$ cat config.mk
export PLATFORM = sky130hd
export DESIGN_NAME = rc_channel_scaler_deadband_unit
export DESIGN_NICKNAME = d
export VERILOG_FILES = /design/src/rtl/core/rcsd_pkg.sv /design/src/rtl/core/rc_channel_scaler_deadband_unit.sv
export SDC_FILE = /design/constraint.sdc
export NUM_CORES = 1
export LEC_CHECK = 0
export ABC_AREA = 1
export BUFFER_PORTS_ARGS = -buffer_cell sky130_fd_sc_hd__buf_2
export CAP_MARGIN = 20
export CELL_PAD_IN_SITES_DETAIL_PLACEMENT = 0
export CELL_PAD_IN_SITES_GLOBAL_PLACEMENT = 1
export CORE_AREA = 4 4 227 229
export DETAILED_ROUTE_END_ITERATION = 7
export DIE_AREA = 0 0 231 233
export PLACE_DENSITY_LB_ADDON = 0.1
export SLEW_MARGIN = 20
export SYNTH_ARGS = -nofsm -noshare
export SYNTH_HDL_FRONTEND = slang
export SYNTH_SLANG_ARGS = --single-unit
export TNS_END_PERCENT = 1
$ cat constraint.sdc
create_clock -name clock -period 32 [get_ports clock]
set_input_delay 4.8 -clock clock [delete_from_list [all_inputs] [get_ports clock]]
set_output_delay 4.8 -clock clock [all_outputs]
set_load 0.005 [all_outputs]
$ cat src/rtl/core/rcsd_pkg.sv
`timescale 1ns / 1ps

package rcsd_pkg;

   localparam int PulseWidth  = 16;
   localparam int RegWidth    = 16;
   localparam int BandWidth   = 15;
   localparam int RegCount    = 8;
   localparam int RegIdxWidth = $clog2(RegCount);
   localparam int StickWidth  = 17;
   localparam int ProdWidth   = 35;
   localparam int QuotWidth   = ProdWidth - 8;

   localparam logic signed [QuotWidth-1:0] StickOne = QuotWidth'(16384);
   localparam logic signed [QuotWidth-1:0] StickNeg = -QuotWidth'(16384);
   localparam logic signed [QuotWidth-1:0] LeftMax  = QuotWidth'(13107);
   localparam logic signed [QuotWidth-1:0] LeftMin  = '0;
   localparam logic signed [15:0]          PiThresh = 16'sd6553;
   localparam logic [ProdWidth-1:0]        RoundHalf = ProdWidth'(128);

   localparam logic [RegWidth-1:0]  RstRightVertCenter  = 16'd1485;
   localparam logic [RegWidth-1:0]  RstRightHorizCenter = 16'd1500;
   localparam logic [RegWidth-1:0]  RstLeftVertTrim     = 16'd1160;
   localparam logic [RegWidth-1:0]  RstRightVertGain    = 16'd11185;
   localparam logic [RegWidth-1:0]  RstRightHorizGain   = 16'd10486;
   localparam logic [RegWidth-1:0]  RstLeftVertGain     = 16'd5243;
   localparam logic [RegWidth-1:0]  RstToggleThreshold  = 16'd1000;
   localparam logic [BandWidth-1:0] RstNoiseBand        = 15'd164;

   typedef enum logic [1:0] {
      CH_RIGHT_VERT  = 2'd0,
      CH_RIGHT_HORIZ = 2'd1,
      CH_LEFT_VERT   = 2'd2,
      CH_TOGGLE      = 2'd3
   } channel_type;

   typedef enum logic [1:0] {
      PI_NONE         = 2'd0,
      PI_PROPORTIONAL = 2'd1,
      PI_INTEGRAL     = 2'd2
   } pi_target_type;

   typedef enum logic [RegIdxWidth-1:0] {
      REG_RIGHT_VERT_CENTER  = 3'd0,
      REG_RIGHT_HORIZ_CENTER = 3'd1,
      REG_LEFT_VERT_TRIM     = 3'd2,
      REG_RIGHT_VERT_GAIN    = 3'd3,
      REG_RIGHT_HORIZ_GAIN   = 3'd4,
      REG_LEFT_VERT_GAIN     = 3'd5,
      REG_TOGGLE_THRESHOLD   = 3'd6,
      REG_NOISE_BAND         = 3'd7
   } reg_index_type;

endpackage

$ cat src/rtl/core/rc_channel_scaler_deadband_unit.sv
`timescale 1ns / 1ps
// RC receiver channel scaler with noise band.
// req_*: one pulse width (us) per request; the channel is picked by an internal
//   round-robin counter: right vertical, right horizontal, left vertical, toggle.
//   A width of zero leaves that channel's value alone but still advances the
//   counter and still produces a response.
// rsp_*: one response per request with all held stick values (Q2.14), the
//   toggle flag, the PI target code and the PI constant (left vertical * 5).
// csr_*: write-only register port; write only while no request is in flight.
// Pipeline: input register, then result register; the scale multiply, clamp
//   and band compare sit between them. Throughput: one request per cycle while
//   the response is not stalled, set by that single multiply/compare stage.
// Stall: when rsp_tready is low the response holds and, if the input register
//   is empty, one more request is still taken into it; req_tready then drops.
// Reset: held values, toggle flag and channel counter clear to zero; the
//   registers return to their defaults; both pipeline stages empty.
module rc_channel_scaler_deadband_unit
   import rcsd_pkg::*;
(
   input  logic                   clock,
   input  logic                   reset,
   input  logic                   req_tvalid,
   output logic                   req_tready,
   input  logic [15:0]            req_tdata,   // [15:0] pulse_width
   output logic                   rsp_tvalid,
   input  logic                   rsp_tready,
   // [15:0] right_vertical, [31:16] right_horizontal, [45:32] left_vertical,
   // [46] config_mode, [48:47] pi_target, [64:49] pi_constant, [71:65] zero
   output logic [71:0]            rsp_tdata,
   input  logic                   csr_wr_en,
   input  logic [RegIdxWidth-1:0] csr_index,
   input  logic [RegWidth-1:0]    csr_wdata
);

   logic [RegWidth-1:0]  rv_center_ff, rh_center_ff, lv_trim_ff;
   logic [RegWidth-1:0]  rv_gain_ff, rh_gain_ff, lv_gain_ff, tog_thresh_ff;
   logic [BandWidth-1:0] band_ff;

   logic                  in_valid_ff;
   logic [PulseWidth-1:0] in_width_ff;
   logic                  out_valid_ff;
   logic [71:0]           out_data_ff, out_data_in;

   channel_type       chan_ff, chan_in;
   logic signed [15:0] rv_ff, rv_in, rh_ff, rh_in;
   logic [13:0]        lv_ff, lv_in;
   logic               tog_ff, tog_in;

   logic                  out_ready;
   logic                  advance;

   logic [RegWidth-1:0]          center_sel, gain_sel;
   logic signed [QuotWidth-1:0]  lo_sel, hi_sel;
   logic signed [StickWidth-1:0] held_sel;
   logic signed [StickWidth:0]   diff;
   logic signed [ProdWidth-1:0]  prod;
   logic signed [QuotWidth-1:0]  quot, clamped;
   logic signed [StickWidth:0]   delta;
   logic [StickWidth:0]          delta_abs;
   logic                         take_new;
   logic signed [StickWidth-1:0] cand;
   pi_target_type                target;
   logic [15:0]                  pi_const;

   assign out_ready  = !out_valid_ff || rsp_tready;
   assign advance    = in_valid_ff && out_ready;
   assign req_tready = !in_valid_ff || out_ready;
   assign rsp_tvalid = out_valid_ff;
   assign rsp_tdata  = out_data_ff;

   always_ff @(posedge clock) begin
      if (reset) begin
         rv_center_ff  <= RstRightVertCenter;
         rh_center_ff  <= RstRightHorizCenter;
         lv_trim_ff    <= RstLeftVertTrim;
         rv_gain_ff    <= RstRightVertGain;
         rh_gain_ff    <= RstRightHorizGain;
         lv_gain_ff    <= RstLeftVertGain;
         tog_thresh_ff <= RstToggleThreshold;
         band_ff       <= RstNoiseBand;
      end else if (csr_wr_en) begin
         case (reg_index_type'(csr_index))
            REG_RIGHT_VERT_CENTER:  rv_center_ff  <= csr_wdata;
            REG_RIGHT_HORIZ_CENTER: rh_center_ff  <= csr_wdata;
            REG_LEFT_VERT_TRIM:     lv_trim_ff    <= csr_wdata;
            REG_RIGHT_VERT_GAIN:    rv_gain_ff    <= csr_wdata;
            REG_RIGHT_HORIZ_GAIN:   rh_gain_ff    <= csr_wdata;
            REG_LEFT_VERT_GAIN:     lv_gain_ff    <= csr_wdata;
            REG_TOGGLE_THRESHOLD:   tog_thresh_ff <= csr_wdata;
            REG_NOISE_BAND:         band_ff       <= csr_wdata[BandWidth-1:0];
            default: ;
         endcase
      end
   end

   always_ff @(posedge clock) begin
      if (reset) begin
         in_valid_ff <= 1'b0;
      end else if (req_tready) begin
         in_valid_ff <= req_tvalid;
      end
   end

   always_ff @(posedge clock) begin
      if (req_tready && req_tvalid) begin
         in_width_ff <= req_tdata[PulseWidth-1:0];
      end
   end

   // channel operand select
   always_comb begin
      case (chan_ff)
         CH_RIGHT_VERT: begin
            center_sel = rv_center_ff;
            gain_sel   = rv_gain_ff;
            lo_sel     = StickNeg;
            hi_sel     = StickOne;
            held_sel   = StickWidth'(rv_ff);
         end
         CH_RIGHT_HORIZ: begin
            center_sel = rh_center_ff;
            gain_sel   = rh_gain_ff;
            lo_sel     = StickNeg;
            hi_sel     = StickOne;
            held_sel   = StickWidth'(rh_ff);
         end
         default: begin
            center_sel = lv_trim_ff;
            gain_sel   = lv_gain_ff;
            lo_sel     = LeftMin;
            hi_sel     = LeftMax;
            held_sel   = $signed({3'b000, lv_ff});
         end
      endcase
   end

   // round to nearest, ties up: floor((d*g + 128) / 256)
   always_comb begin
      diff      = $signed({2'b00, in_width_ff}) - $signed({2'b00, center_sel});
      prod      = ProdWidth'(diff) * $signed({{(ProdWidth-RegWidth){1'b0}}, gain_sel});
      prod      = prod + $signed(RoundHalf);
      quot      = prod[ProdWidth-1:8];
      if (quot < lo_sel) begin
         clamped = lo_sel;
      end else if (quot > hi_sel) begin
         clamped = hi_sel;
      end else begin
         clamped = quot;
      end
      cand      = clamped[StickWidth-1:0];
      delta     = (StickWidth+1)'(held_sel) - (StickWidth+1)'(cand);
      delta_abs = delta[StickWidth] ? (StickWidth+1)'(-delta) : (StickWidth+1)'(delta);
      take_new  = (in_width_ff != '0) && (delta_abs > {3'b000, band_ff});
   end

   always_comb begin
      rv_in   = rv_ff;
      rh_in   = rh_ff;
      lv_in   = lv_ff;
      tog_in  = tog_ff;
      chan_in = channel_type'(chan_ff + 2'd1);
      case (chan_ff)
         CH_RIGHT_VERT:  if (take_new) rv_in = cand[15:0];
         CH_RIGHT_HORIZ: if (take_new) rh_in = cand[15:0];
         CH_LEFT_VERT:   if (take_new) lv_in = cand[13:0];
         CH_TOGGLE: begin
            if (in_width_ff != '0) tog_in = (in_width_ff < tog_thresh_ff);
         end
         default: ;
      endcase

      if (rv_in > PiThresh) begin
         target = PI_PROPORTIONAL;
      end else if (rh_in > PiThresh) begin
         target = PI_INTEGRAL;
      end else begin
         target = PI_NONE;
      end
      pi_const    = {lv_in, 2'b00} + {2'b00, lv_in};
      out_data_in = {7'd0, pi_const, target, tog_in, lv_in, rh_in, rv_in};
   end

   always_ff @(posedge clock) begin
      if (reset) begin
         chan_ff <= CH_RIGHT_VERT;
         rv_ff   <= '0;
         rh_ff   <= '0;
         lv_ff   <= '0;
         tog_ff  <= 1'b0;
      end else if (advance) begin
         chan_ff <= chan_in;
         rv_ff   <= rv_in;
         rh_ff   <= rh_in;
         lv_ff   <= lv_in;
         tog_ff  <= tog_in;
      end
   end

   always_ff @(posedge clock) begin
      if (reset) begin
         out_valid_ff <= 1'b0;
      end else if (out_ready) begin
         out_valid_ff <= in_valid_ff;
      end
   end

   always_ff @(posedge clock) begin
      if (advance) begin
         out_data_ff <= out_data_in;
      end
   end

   a_left_range: assert property (@(posedge clock) disable iff (reset)
      lv_ff <= 14'd13107)
      else $error("left vertical beyond 0.8");

   a_right_range: assert property (@(posedge clock) disable iff (reset)
      (rv_ff >= -16'sd16384) && (rv_ff <= 16'sd16384) &&
      (rh_ff >= -16'sd16384) && (rh_ff <= 16'sd16384))
      else $error("right stick value out of range");

   a_chan_step: assert property (@(posedge clock) disable iff (reset)
      advance |=> (chan_ff == channel_type'($past(chan_ff) + 2'd1)))
      else $error("channel counter did not step");

   a_chan_hold: assert property (@(posedge clock) disable iff (reset)
      !advance |=> $stable(chan_ff))
      else $error("channel counter moved without a request");

   a_rsp_target: assert property (@(posedge clock) disable iff (reset)
      rsp_tvalid |-> (rsp_tdata[48:47] != 2'd3))
      else $error("invalid PI target code");

endmodule

==> flow_metrics.tcl <==
set metrics [dict create \
    area.growth.synth_to_final_pct 7.703 \
    clockBufferDepth 3 \
    start_util 0.5129 \
    cp_slowest_cell "fa_1" \
    fin_skew_ns 0.02316 \
    ys_seq_area_frac 0.2330 \
    gp_congestion 0.9121 \
    fin_crit_sh 0.6025 \
    drive_gt1_frac 0.06722 \
    nets 3898 \
    multi_input_area_um2 16400 \
    cts_sinks 257 \
    htreeDepth 1 \
    yosysTopAreaCell "fa_1" \
    cp_max_fo 58 \
    die_x_um 231 \
    clock_latency_ns 0.56 \
    crit_arrival_ns 19.54 \
    avgSynthCellArea_um2 7.679 \
    fmax_mhz 51.87 \
    start_kind "flip-flop" \
    die_area_um2 53820 \
    cts_tree "yes" \
    cp.required_ns 32.26 \
    violations "DRC" \
    io_pins 114 \
    dp_hpwl_um 58230 \
    core-area_um2 49660 \
    outcome "finished with violations" \
    cp_common_cell "nand2_1" \
    grt-ovfl-total 0 \
    grt_max_degree 111 \
    cap_violations 0 \
    wl_per_cell_um 18.07 \
    cpPeakStageDelay_ns 0.82 \
    relSlewSlack 0.3239 \
    path_clk_slew_ns 0.07 \
    num-fill-cells 4813 \
    fin_setup_tns_ns 0 \
    ys_seq_elements 257 \
    synth-edff-count 79 \
    core.rowCount 82 \
    final.min_clock_period_ns 19.28 \
    path_buf_inv 21 \
    route.detailed.drc 1 \
    cts_hold_buf 0 \
    grt_pass1_vias 21710 \
    final_common_cell "inv_1" \
    gr-usage-all-layers 0.2735 \
    setup_violations 0 \
    drtIter0Drc 1511 \
    synthFlopType "dfxtp_1" \
    num_antenna_cells 0 \
    ctsResizeCount 0 \
    viasPerCell 5.247 \
    finalHoldViolations 0 \
    crit_family "adder cells" \
    ys_top_cells_by_area "fa_1 22%, dfxtp_1 14%, inv_1 10%" \
    antenna_found_initial 0 \
    firstDrtPassIters 8 \
    port_buffers 106 \
    worstSetupEndpointType "flip-flop" \
    synth_top_area_frac 0.2240 \
    wl_um 73430 \
    worstSetupPathType "reg2reg" \
    ys_types 53 \
    postCtsSetupBuffers 0 \
    ant_nets 0 \
    synthCells 3317 \
    worstMarginPinSlew_ns 1.010 \
    die_y_um 233 \
    grt_pass1_wl_um 117600 \
    slew_violations 0 \
    yosysWarnings 0 \
    syn_area_um2 25470 \
    holdCritPathClass "reg2reg" \
    layout_common_cells "697 x inv_1, 601 x nand2_1, 394 x nor2_1" \
    final_core_util 0.5524 \
    vias 21320 \
    ys_async_sr_fraction 0 \
    numCtsBuffers 26 \
    seqCellArea_um2 5936 \
    clock-root-buffer "clkbuf_16" \
    rsz0062_at_grt "no" \
]
-- flip-flops by register name, indices dropped and copies added (netlist names), 15 cells and up --
name / flops
rh_ff: 16
tog_thresh_ff: 16
rh_gain_ff: 16
rh_center_ff: 16
in_width_ff: 16
rsp_tdata: 63
lv_gain_ff: 16
band_ff: 15
rv_ff: 16
lv_trim_ff: 16
rv_gain_ff: 16
rv_center_ff: 16
-- final timing paths --
kind                                                 start                         end  slack [ns]  cells after the start
worst max-delay path               chan_ff[0]$_SDFFE_PP0P_     rsp_tdata[63]$_DFFE_PP_       12.72                    106
worst min-delay path            rv_gain_ff[1]$_SDFFE_PP0P_  rv_gain_ff[1]$_SDFFE_PP0P_        0.45                      2
worst max register to register     chan_ff[0]$_SDFFE_PP0P_     rsp_tdata[63]$_DFFE_PP_       12.72                    106
worst min register to register  rv_gain_ff[1]$_SDFFE_PP0P_  rv_gain_ff[1]$_SDFFE_PP0P_        0.45                      2
-- cell type report --
| type | count | share of cell area |
|---|---|---|
| Inverter | 710 | 0.09724 |
| Sequential cell | 257 | 0.2164 |
| Clock inverter | 16 | 0.005428 |
| Tap cell | 672 | 0.03065 |
| Clock buffer | 32 | 0.02568 |
| Timing Repair Buffer | 133 | 0.02686 |
| Multi-Input combinational cell | 2244 | 0.5978 |
-- cells by family (layout without fill, tap and decap cells) --
group | count (synthesis) | after routing | share of synthesized area
other | 1 | 7 | 0.0001472
xor gates and xnor gates | 52 | 52 | 0.01788
adders and majority gates | 486 | 486 | 0.3227
DFF | 257 | 257 | 0.2330
AOI/OAI and AO/OA | 512 | 512 | 0.1118
buffers and inverters | 822 | 891 | 0.1240
and+or+nand+nor | 1187 | 1187 | 0.1904
-- layer usage --
layer / part of all wire / GRT usage
met4: 0.024 / 0.06108
met1: 0.46 / 0.3802
met3: 0.063 / 0.04971
met2: 0.46 / 0.4490
met5: 0 / 0
-- worst register-to-register path, delay by kind of cell (launching register included) --
kind,cells,cell delay [ns]
XOR/XNOR,3,0.40
adder cells (fa/ha/maj),14,6.18
AND/OR/NAND/NOR,47,4.96
AO/OA/AOI/OAI,21,4.02
flip-flops,1,0.36
buffers and inverters,21,3.07
-- through the flow --
| stage | hold WS [ns] | instances | setup slack (ns) | cell area [µm²] |
|---|---|---|---|---|
| 4_1_cts | 0.4568 | 4064 | 12.80 | 27430 |
| 5_1_grt | 0.4731 | 4064 | 10.91 | 27430 |
| 3_3_place_gp | 0.4381 | 4016 | 13.26 | 26580 |
| 3_5_place_dp | 0.4427 | 4016 | 12.94 | 26580 |
| 2_1_floorplan | 0.4287 | 3323 | 14.91 | 25490 |
| 6_report | 0.4541 | 4064 | 12.72 | 27430 |
-- synthesized netlist by cell type (all sizes together) (3+ instances only) --
cell,number
nand3b,12
nand2,610
a21boi,4
edfxtp,79
o221ai,11
a21oi,205
fa,285
nor4,6
and2,4
o21a,4
a22o,17
or2,21
nand3,106
buf,21
and3,4
xnor2,19
o2111ai,3
inv,708
o21bai,5
o21ai,208
ha,201
clkbuf,91
nor3,12
nand4,15
a21o,7
o211ai,23
nor2,396
xor2,33
dfxtp,178
o22ai,17
Power is not shown: default switching activity piles up to over one toggle a cycle in this logic, so the estimate is an artifact.
